<file path="config.mk">
export PLATFORM = sky130hd
export DESIGN_NAME = lattice_site_neighbor_indexer
export DESIGN_NICKNAME = d
export VERILOG_FILES = /design/src/rtl/lsni_pkg.sv /design/src/rtl/lsni_ctrl.sv /design/src/rtl/lsni_dp.sv /design/src/rtl/lattice_site_neighbor_indexer.sv
export SDC_FILE = /design/constraint.sdc
export NUM_CORES = 2
export LEC_CHECK = 0
export BUFFER_PORTS_ARGS = -buffer_cell sky130_fd_sc_hd__buf_2
export CORE_MARGIN = 2
export CORE_UTILIZATION = 25
export DETAILED_ROUTE_END_ITERATION = 12
export PLACE_DENSITY = 0.43
export SYNTH_ARGS = -nofsm -noshare
export SYNTH_HDL_FRONTEND = slang
export SYNTH_SLANG_ARGS = --single-unit
</file>
<file path="constraint.sdc">
create_clock -name clk -period 22.2 [get_ports clk]
set_input_delay 3.33 -clock clk [delete_from_list [all_inputs] [get_ports clk]]
set_output_delay 3.33 -clock clk [all_outputs]
set_load 0.01 [all_outputs]
</file>
<file path="src/rtl/lsni_pkg.sv">
// ----------------------------------------------------------------------------
// lsni_pkg
// Shared widths, register indexes, multiplier op codes and result type for
// the lattice site neighbor indexer.
// ----------------------------------------------------------------------------
package lsni_pkg;

	localparam int EXT_W = 7;
	localparam int CRD_W = 6;
	localparam int IDX_W = 24;
	localparam int CFG_IDX_W = 3;
	localparam int CFG_DATA_W = 24;

	localparam int MAX_EXTENT_DEF = 64;

	localparam logic [EXT_W-1:0] EXTENT_RST = 7'd8;
	localparam logic [IDX_W-1:0] HALF_VOL_RST = 24'd2048;

	typedef enum logic [CFG_IDX_W-1:0] {
		REG_EXTENT_T = 3'd0,
		REG_EXTENT_X = 3'd1,
		REG_EXTENT_Y = 3'd2,
		REG_EXTENT_Z = 3'd3,
		REG_HALF_VOL = 3'd4
	} cfg_reg_t;

	// operand selection of the shared multiplier
	typedef enum logic [3:0] {
		OP_NONE,
		OP_SX,
		OP_ST,
		OP_WY,
		OP_WX,
		OP_WT,
		OP_T,
		OP_X,
		OP_Y
	} mul_op_t;

	typedef struct packed {
		mul_op_t mul_op;
		logic    capture;
		logic    finish;
	} dp_cmd_t;

	typedef struct packed {
		logic out_free;
	} dp_status_t;

	typedef struct packed {
		logic [IDX_W-1:0] site_index;
		logic             is_even;
		logic [IDX_W-1:0] eo_index;
		logic [IDX_W-1:0] up_t;
		logic [IDX_W-1:0] down_t;
		logic [IDX_W-1:0] up_x;
		logic [IDX_W-1:0] down_x;
		logic [IDX_W-1:0] up_y;
		logic [IDX_W-1:0] down_y;
		logic [IDX_W-1:0] up_z;
		logic [IDX_W-1:0] down_z;
		logic             range_error;
	} result_t;

	// saturate an extent to the largest supported one
	function automatic logic [EXT_W-1:0] clamp_ext(logic [EXT_W-1:0] e, int max_ext);
		logic [EXT_W-1:0] r;
		if (int'(e) > max_ext) begin
			r = EXT_W'(max_ext);
		end else begin
			r = e;
		end
		return r;
	endfunction

endpackage

</file>
<file path="src/rtl/lsni_ctrl.sv">
// ----------------------------------------------------------------------------
// lsni_ctrl
// Sequencer: recomputes strides after reset or a register write, then walks
// each accepted word through three multiplies and a finish step.
// ----------------------------------------------------------------------------
module lsni_ctrl (
	input  logic                  clk,
	input  logic                  arst_n,
	input  logic                  in_valid,
	output logic                  in_ready,
	input  logic                  cfg_we,
	input  lsni_pkg::dp_status_t  status,
	output lsni_pkg::dp_cmd_t     cmd
);

	typedef enum logic [3:0] {
		S_IDLE,
		S_SX,
		S_ST,
		S_WY,
		S_WX,
		S_WT,
		S_MT,
		S_MX,
		S_MY,
		S_FIN
	} state_t;

	state_t state_q;
	logic   dirty_q;
	logic   accept;

	assign in_ready = !cfg_we && !dirty_q &&
		((state_q == S_IDLE) || ((state_q == S_FIN) && status.out_free));
	assign accept = in_valid && in_ready;

	always_comb begin
		cmd = '{mul_op: lsni_pkg::OP_NONE, capture: accept, finish: 1'b0};
		unique case (state_q)
			S_SX: cmd.mul_op = lsni_pkg::OP_SX;
			S_ST: cmd.mul_op = lsni_pkg::OP_ST;
			S_WY: cmd.mul_op = lsni_pkg::OP_WY;
			S_WX: cmd.mul_op = lsni_pkg::OP_WX;
			S_WT: cmd.mul_op = lsni_pkg::OP_WT;
			S_MT: cmd.mul_op = lsni_pkg::OP_T;
			S_MX: cmd.mul_op = lsni_pkg::OP_X;
			S_MY: cmd.mul_op = lsni_pkg::OP_Y;
			S_FIN: cmd.finish = status.out_free;
			default: cmd.mul_op = lsni_pkg::OP_NONE;
		endcase
	end

	always_ff @(posedge clk or negedge arst_n) begin
		if (!arst_n) begin
			state_q <= S_IDLE;
			dirty_q <= 1'b1;
		end else begin
			if (cfg_we) begin
				dirty_q <= 1'b1;
			end else if ((state_q == S_IDLE) && dirty_q) begin
				dirty_q <= 1'b0;
			end
			unique case (state_q)
				S_IDLE: begin
					if (dirty_q) begin
						state_q <= S_SX;
					end else if (accept) begin
						state_q <= S_MT;
					end
				end
				S_SX: state_q <= S_ST;
				S_ST: state_q <= S_WY;
				S_WY: state_q <= S_WX;
				S_WX: state_q <= S_WT;
				S_WT: state_q <= S_IDLE;
				S_MT: state_q <= S_MX;
				S_MX: state_q <= S_MY;
				S_MY: state_q <= S_FIN;
				S_FIN: begin
					if (accept) begin
						state_q <= S_MT;
					end else if (status.out_free) begin
						state_q <= S_IDLE;
					end
				end
				default: state_q <= S_IDLE;
			endcase
		end
	end

	a_no_accept_stale: assert property (@(posedge clk) disable iff (!arst_n)
		in_ready |-> !dirty_q)
		else $error("word accepted with stale strides");

	a_accept_starts: assert property (@(posedge clk) disable iff (!arst_n)
		accept |=> (state_q == S_MT))
		else $error("accepted word did not start the multiply sequence");

	a_finish_free: assert property (@(posedge clk) disable iff (!arst_n)
		cmd.finish |-> status.out_free)
		else $error("finish issued into a full output register");

	a_cfg_blocks: assert property (@(posedge clk) disable iff (!arst_n)
		cfg_we |=> (dirty_q && !in_ready))
		else $error("register write did not force a stride update");

endmodule

</file>
<file path="src/rtl/lsni_dp.sv">
// ----------------------------------------------------------------------------
// lsni_dp
// Datapath: register file, shared 7x24 multiplier, stride and accumulator
// registers, parity counters and the output register.
// ----------------------------------------------------------------------------
module lsni_dp #(
	parameter int MAX_EXTENT = lsni_pkg::MAX_EXTENT_DEF
) (
	input  logic                               clk,
	input  logic                               arst_n,
	input  logic                               cfg_we,
	input  logic [lsni_pkg::CFG_IDX_W-1:0]     cfg_index,
	input  logic [lsni_pkg::CFG_DATA_W-1:0]    cfg_data,
	input  logic [lsni_pkg::CRD_W-1:0]         coord_t,
	input  logic [lsni_pkg::CRD_W-1:0]         coord_x,
	input  logic [lsni_pkg::CRD_W-1:0]         coord_y,
	input  logic [lsni_pkg::CRD_W-1:0]         coord_z,
	input  logic                               restart,
	input  lsni_pkg::dp_cmd_t                  cmd,
	output lsni_pkg::dp_status_t               status,
	output lsni_pkg::result_t                  res,
	output logic                               out_valid,
	input  logic                               out_ready
);

	localparam int EW = lsni_pkg::EXT_W;
	localparam int CW = lsni_pkg::CRD_W;
	localparam int IW = lsni_pkg::IDX_W;

	logic [EW-1:0] ext_t_q, ext_x_q, ext_y_q, ext_z_q;
	logic [IW-1:0] half_vol_q;
	logic [EW-1:0] et, ex, ey, ez;

	logic [IW-1:0] sx_q, st_q, wt_q, wx_q, wy_q;
	logic [CW-1:0] crd_t_q, crd_x_q, crd_y_q, crd_z_q;
	logic          restart_q;
	logic [IW-1:0] prod_q, acc_q, pt_q, px_q;
	logic [IW-1:0] even_q, odd_q;

	lsni_pkg::result_t res_q;
	logic              out_valid_q;

	logic [EW-1:0]    mul_a;
	logic [IW-1:0]    mul_b;
	logic [EW+IW-1:0] mul_full;
	logic [IW-1:0]    mul_out;

	lsni_pkg::result_t nxt;
	logic [IW-1:0]     base;
	logic [IW-1:0]     ev_cnt, od_cnt;
	logic [EW-1:0]     t_inc, x_inc, y_inc, z_inc;
	logic              err;

	assign et = lsni_pkg::clamp_ext(ext_t_q, MAX_EXTENT);
	assign ex = lsni_pkg::clamp_ext(ext_x_q, MAX_EXTENT);
	assign ey = lsni_pkg::clamp_ext(ext_y_q, MAX_EXTENT);
	assign ez = lsni_pkg::clamp_ext(ext_z_q, MAX_EXTENT);

	always_ff @(posedge clk or negedge arst_n) begin
		if (!arst_n) begin
			ext_t_q    <= lsni_pkg::EXTENT_RST;
			ext_x_q    <= lsni_pkg::EXTENT_RST;
			ext_y_q    <= lsni_pkg::EXTENT_RST;
			ext_z_q    <= lsni_pkg::EXTENT_RST;
			half_vol_q <= lsni_pkg::HALF_VOL_RST;
		end else if (cfg_we) begin
			unique case (lsni_pkg::cfg_reg_t'(cfg_index))
				lsni_pkg::REG_EXTENT_T: ext_t_q <= cfg_data[EW-1:0];
				lsni_pkg::REG_EXTENT_X: ext_x_q <= cfg_data[EW-1:0];
				lsni_pkg::REG_EXTENT_Y: ext_y_q <= cfg_data[EW-1:0];
				lsni_pkg::REG_EXTENT_Z: ext_z_q <= cfg_data[EW-1:0];
				lsni_pkg::REG_HALF_VOL: half_vol_q <= cfg_data[IW-1:0];
				default: ;
			endcase
		end
	end

	always_comb begin
		mul_a = '0;
		mul_b = '0;
		unique case (cmd.mul_op)
			lsni_pkg::OP_SX: begin
				mul_a = ey;
				mul_b = IW'(ez);
			end
			lsni_pkg::OP_ST: begin
				mul_a = ex;
				mul_b = sx_q;
			end
			lsni_pkg::OP_WY: begin
				mul_a = ey - EW'(1);
				mul_b = IW'(ez);
			end
			lsni_pkg::OP_WX: begin
				mul_a = ex - EW'(1);
				mul_b = sx_q;
			end
			lsni_pkg::OP_WT: begin
				mul_a = et - EW'(1);
				mul_b = st_q;
			end
			lsni_pkg::OP_T: begin
				mul_a = EW'(crd_t_q);
				mul_b = st_q;
			end
			lsni_pkg::OP_X: begin
				mul_a = EW'(crd_x_q);
				mul_b = sx_q;
			end
			lsni_pkg::OP_Y: begin
				mul_a = EW'(crd_y_q);
				mul_b = IW'(ez);
			end
			default: begin
				mul_a = '0;
				mul_b = '0;
			end
		endcase
		mul_full = (EW+IW)'(mul_a) * (EW+IW)'(mul_b);
		mul_out  = mul_full[IW-1:0];
	end

	// strides and wrap offsets, plus the multiply-accumulate of one site
	always_ff @(posedge clk) begin
		if (cmd.capture) begin
			crd_t_q   <= coord_t;
			crd_x_q   <= coord_x;
			crd_y_q   <= coord_y;
			crd_z_q   <= coord_z;
			restart_q <= restart;
		end
		unique case (cmd.mul_op)
			lsni_pkg::OP_SX: sx_q <= mul_out;
			lsni_pkg::OP_ST: st_q <= mul_out;
			lsni_pkg::OP_WY: wy_q <= mul_out;
			lsni_pkg::OP_WX: wx_q <= mul_out;
			lsni_pkg::OP_WT: wt_q <= mul_out;
			lsni_pkg::OP_T: prod_q <= mul_out;
			lsni_pkg::OP_X: begin
				acc_q  <= IW'(crd_z_q) + prod_q;
				pt_q   <= prod_q;
				prod_q <= mul_out;
			end
			lsni_pkg::OP_Y: begin
				acc_q  <= acc_q + prod_q;
				px_q   <= prod_q;
				prod_q <= mul_out;
			end
			default: ;
		endcase
	end

	always_comb begin
		base   = acc_q + prod_q;
		ev_cnt = restart_q ? '0 : even_q;
		od_cnt = restart_q ? '0 : odd_q;
		t_inc  = EW'(crd_t_q) + EW'(1);
		x_inc  = EW'(crd_x_q) + EW'(1);
		y_inc  = EW'(crd_y_q) + EW'(1);
		z_inc  = EW'(crd_z_q) + EW'(1);
		err    = (EW'(crd_t_q) >= et) || (EW'(crd_x_q) >= ex) ||
			(EW'(crd_y_q) >= ey) || (EW'(crd_z_q) >= ez);

		nxt = '0;
		if (err) begin
			nxt.range_error = 1'b1;
		end else begin
			nxt.site_index = base;
			nxt.is_even    = ~(crd_t_q[0] ^ crd_x_q[0] ^ crd_y_q[0] ^ crd_z_q[0]);
			nxt.eo_index   = nxt.is_even ? ev_cnt : half_vol_q + od_cnt;
			// wrap up: drop this coordinate's term; wrap down: add (extent-1)*stride
			nxt.up_t   = (t_inc >= et) ? base - pt_q : base + st_q;
			nxt.down_t = (crd_t_q == '0) ? base + wt_q : base - st_q;
			nxt.up_x   = (x_inc >= ex) ? base - px_q : base + sx_q;
			nxt.down_x = (crd_x_q == '0) ? base + wx_q : base - sx_q;
			nxt.up_y   = (y_inc >= ey) ? base - prod_q : base + IW'(ez);
			nxt.down_y = (crd_y_q == '0) ? base + wy_q : base - IW'(ez);
			nxt.up_z   = (z_inc >= ez) ? base - IW'(crd_z_q) : base + IW'(1);
			nxt.down_z = (crd_z_q == '0) ? base + IW'(ez - EW'(1)) : base - IW'(1);
		end
	end

	always_ff @(posedge clk or negedge arst_n) begin
		if (!arst_n) begin
			even_q      <= '0;
			odd_q       <= '0;
			out_valid_q <= 1'b0;
		end else begin
			if (cmd.finish) begin
				out_valid_q <= 1'b1;
				if (err) begin
					even_q <= ev_cnt;
					odd_q  <= od_cnt;
				end else if (nxt.is_even) begin
					even_q <= ev_cnt + IW'(1);
					odd_q  <= od_cnt;
				end else begin
					even_q <= ev_cnt;
					odd_q  <= od_cnt + IW'(1);
				end
			end else if (out_ready) begin
				out_valid_q <= 1'b0;
			end
		end
	end

	always_ff @(posedge clk) begin
		if (cmd.finish) begin
			res_q <= nxt;
		end
	end

	assign status.out_free = !out_valid_q || out_ready;
	assign res             = res_q;
	assign out_valid       = out_valid_q;

	a_hold_stalled: assert property (@(posedge clk) disable iff (!arst_n)
		(out_valid_q && !out_ready) |=> (out_valid_q && $stable(res_q)))
		else $error("stalled result word changed");

	a_counters_on_finish: assert property (@(posedge clk) disable iff (!arst_n)
		!$past(cmd.finish) |-> ($stable(even_q) && $stable(odd_q)))
		else $error("parity counters moved without a finished site");

	a_error_clean: assert property (@(posedge clk) disable iff (!arst_n)
		(out_valid_q && res_q.range_error) |-> (res_q.site_index == '0 && !res_q.is_even))
		else $error("range error word carries data");

endmodule

</file>
<file path="src/rtl/lattice_site_neighbor_indexer.sv">
// An accepted word runs through the t, x and y multiply states, then a finish
// step that registers the result once the output is free; a new word can be
// taken in that step. One shared 7x24 multiplier forms t*St, x*Sx, y*Sy in
// turn. Reset and every register write start a stride update of Sx, St and the
// y, x, t wrap offsets on that multiplier, with in_ready low until it ends.
// Reset loads the register defaults and clears the even and odd counters.
// ----------------------------------------------------------------------------
// lattice_site_neighbor_indexer
// Lexicographic, even-odd and periodic neighbor indices of one 4D lattice site.
// ----------------------------------------------------------------------------
module lattice_site_neighbor_indexer #(
	parameter int MAX_EXTENT = lsni_pkg::MAX_EXTENT_DEF
) (
	input  logic                               clk,
	input  logic                               arst_n,
	input  logic                               cfg_we,
	input  logic [lsni_pkg::CFG_IDX_W-1:0]     cfg_index,
	input  logic [lsni_pkg::CFG_DATA_W-1:0]    cfg_data,
	input  logic                               in_valid,
	output logic                               in_ready,
	input  logic [lsni_pkg::CRD_W-1:0]         coord_t,
	input  logic [lsni_pkg::CRD_W-1:0]         coord_x,
	input  logic [lsni_pkg::CRD_W-1:0]         coord_y,
	input  logic [lsni_pkg::CRD_W-1:0]         coord_z,
	input  logic                               restart,
	output logic                               out_valid,
	input  logic                               out_ready,
	output logic [lsni_pkg::IDX_W-1:0]         site_index,
	output logic                               is_even,
	output logic [lsni_pkg::IDX_W-1:0]         eo_index,
	output logic [lsni_pkg::IDX_W-1:0]         up_t,
	output logic [lsni_pkg::IDX_W-1:0]         down_t,
	output logic [lsni_pkg::IDX_W-1:0]         up_x,
	output logic [lsni_pkg::IDX_W-1:0]         down_x,
	output logic [lsni_pkg::IDX_W-1:0]         up_y,
	output logic [lsni_pkg::IDX_W-1:0]         down_y,
	output logic [lsni_pkg::IDX_W-1:0]         up_z,
	output logic [lsni_pkg::IDX_W-1:0]         down_z,
	output logic                               range_error
);

	lsni_pkg::dp_cmd_t    cmd;
	lsni_pkg::dp_status_t status;
	lsni_pkg::result_t    res;

	lsni_ctrl u_ctrl (
		.clk      (clk),
		.arst_n   (arst_n),
		.in_valid (in_valid),
		.in_ready (in_ready),
		.cfg_we   (cfg_we),
		.status   (status),
		.cmd      (cmd)
	);

	lsni_dp #(
		.MAX_EXTENT (MAX_EXTENT)
	) u_dp (
		.clk       (clk),
		.arst_n    (arst_n),
		.cfg_we    (cfg_we),
		.cfg_index (cfg_index),
		.cfg_data  (cfg_data),
		.coord_t   (coord_t),
		.coord_x   (coord_x),
		.coord_y   (coord_y),
		.coord_z   (coord_z),
		.restart   (restart),
		.cmd       (cmd),
		.status    (status),
		.res       (res),
		.out_valid (out_valid),
		.out_ready (out_ready)
	);

	assign site_index  = res.site_index;
	assign is_even     = res.is_even;
	assign eo_index    = res.eo_index;
	assign up_t        = res.up_t;
	assign down_t      = res.down_t;
	assign up_x        = res.up_x;
	assign down_x      = res.down_x;
	assign up_y        = res.up_y;
	assign down_y      = res.down_y;
	assign up_z        = res.up_z;
	assign down_z      = res.down_z;
	assign range_error = res.range_error;

endmodule

</file>
==> summary.md <==
| Metric | Value |
|---|---|
| RSZ-0062 raised after global routing | no |
| CP startpoint kind | flop |
| Clk sinks | 589 |
| Slowest stage delay, CP | 0.85 ns |
| GRT Overall Usage | 16.6% |
| Endpoints failing hold | 0 |
| Setup TNS | 0 ns |
| Placed Cells | 6301 |
| # port buffers | 300 |
| Post-synth EDFFs | 483 |
| Worst-skew pair later-pin latency | 0.70 ns |
| R2R Setup Slk | 13.22 ns |
| Final Net Count | 4714 |
| Register area share after synthesis | 42.3% |
| Drt total wl | 138000 µm |
| Fmax | 0.111 GHz |
| Final Max Slew Viols | 0 |
| FP Rows | 147 |
| Antenna Nets Post-Route | 0 |
| Area share of the largest cell type after synthesis | 35.8% |
| Vias in the first global route | 31.0k |
| Final setup violation count | 0 |
| Critical path peak fanout | 27 |
| Via/cell ratio | 4.74 |
| Synthesized area per cell | 10.4 µm² |
| Mapped cell area | 40600 µm² |
| Fillcell total | 16.7k |
| Syn Inst Count | 3882 |
| Synth area leaders | edfxtp_1 36%, ha_1 10%, dfrtp_1 6.2%, fa_1 5.1%, nor2_1 4.0% |
| Post-route minimum period | 8.98 ns |
| Layout Cells excl Fill | 6446 |
| Initial antenna violation count | 3 |
| Most common cell after layout, fill and taps aside | edfxtp_1 |
| Iter 0 DRT Violations | 1974 |
| Async SR Flop Fraction | 18.0% |
| Residual DRC count | 0 |
| Distinct cell type count after synthesis | 87 |
| Die area | 165000 µm² |
| Grt total ovfl | 0 |
| Slew HR | 18.1% |
| Worst Path Arrival | 9.40 ns |
| Clock Pin Slew Worst Setup and Hold Paths | 0.06 ns |
| Max FFs per register | 242 |
| Syn-to-layout area delta | 16.9% |
| Least-Margin Pin Slew | 1.23 ns |
| Top Ports | 301 |
| Hold Path Class | flop to flop |
| CTS Hold Buffers Added | 0 |
| Synth Flop Type | edfxtp_1 |
| Die extent in y | 407 µm |
| Hold_ws | 0.496 ns |
| Yosys warns | 0 |
| Root Buffer | clkbuf_16 |
| Global-route wire length before repair | 204000 µm |
| WS Path Type | flop to flop |
| Status | finished clean |
| Pre-antenna DRT Iters | 6 |
| CTS tree | built |
| Final worst setup slack | 13.22 ns |
| Core area | 161000 µm² |
| Critical path required time | 22.62 ns |
| Most frequent cells in the layout | 483 x edfxtp_1, 430 x nor2_1, 334 x ha_1, 299 x buf_2, 263 x nand2_1 |
| CTS resizes | 0 |
| Vias | 30.6k |
| Clock Skew | 0.0457 ns |
| HPWL after detailed placement | 107000 µm |
| Pre-CTS setup slack | 13.29 ns |
| Cell taking the most area after synthesis | edfxtp_1 |
| Routed wire length per instance | 21.4 µm |
| Layout cells sized above 1 | 14.9% |
| Max Cap Viol | 0 |
| Die width | 407 µm |
| CP max-delay cell | and4b_1 |
| CTS H-Tree Depth | 3 |
| Largest net degree at the start of global routing | 76 |
| CP dominant cell by count | inv_1 |
| Initial core utilization | 25.2% |
| CTS buffer count | 77 |
| Final period util | 40.4% |
| Critical Path End Type | flop |
| Net Count, Synth | 4376 |
| Placer Congestion | 0.866 |
| CTS max path bufs | 3 |
| Postcts setup bufs | 0 |
| Number of synthesized register bits | 589 |
[metal layers]
layer | vias up | track usage, % | routed length [µm]
met5 | - | 0 | 13
met4 | 2 | 5.00 | 4100
met3 | 148 | 2.09 | 5270
met1 | 15005 | 22.2 | 63900
met2 | 694 | 27.8 | 64600
li1 | 14729 | - | -
[Yosys cell counts (91+ instances only)]
cell type	number
a21o_1	91
a21oi_1	195
dfrtp_1	100
edfxtp_1	483
fa_1	103
ha_1	334
inv_1	229
mux2_2	107
nand2_1	263
nor2_1	430
o21ai_0	180
xnor2_1	182
xor2_1	135
[worst max-delay path, delay by kind of cell, from the launching register on]
family	cells	cell delay [ns]
AO/OA/AOI/OAI	9	2.67
adder cells (fa/ha/maj)	6	2.64
AND/OR/NAND/NOR	5	2.07
flip-flops	1	0.76
buffers and inverters	5	0.28
XOR/XNOR	1	0.26
[cells by family (layout without fill, tap and decap cells)]
family          after synthesis  count (layout)  synth area share [%]
simple gates               1236            1236                  14.5
compound gates              803             803                  13.0
flops                       589             589                  42.3
fa+ha+maj                   437             437                  15.4
xor+xnor                    324             324                  7.22
buf+inv                     323             726                  3.03
mux                         170             170                  4.53
other cells                   0               1                     0
[layout make-up]
class                      instances  area (µm²)  share of cell area, %
antenna                            1        2.50                0.00528
clock buffer                      96        2040                   4.30
clock inverter                    48         524                   1.11
inverter                         233         887                   1.87
multi-input combinational       2970       22200                   46.9
sequential                       589       17200                   36.2
tap                             2160        2700                   5.70
timing repair buffer             349        1870                   3.95
[worst paths after layout]
kind | start | to | cells past startpoint
worst max-delay path | u_ctrl.state_q[3] | u_dp.wt_q[22] | 26
worst min-delay path | u_dp.ext_x_q[0] | u_dp.ext_x_q[0] | 1
worst max register to register | u_ctrl.state_q[3] | u_dp.wt_q[22] | 26
worst min register to register | u_dp.ext_x_q[0] | u_dp.ext_x_q[0] | 1
max in group asynchronous | arst_n | u_dp.ext_z_q[0] | 2
min in group asynchronous | arst_n | u_dp.half_vol_q[14] | 1
[per-stage QoR]
step | instance area [µm²] | utilization, %
3_5_place_dp | 44900 | 27.9
6_report | 47400 | 29.5
5_1_grt | 47400 | 29.5
3_3_place_gp | 44900 | 27.9
4_1_cts | 47400 | 29.5
2_1_floorplan | 40600 | -
Power is left out: the tool's default activity adds up to more than one toggle a clock period on the data nets, which glitch-free logic cannot reach.
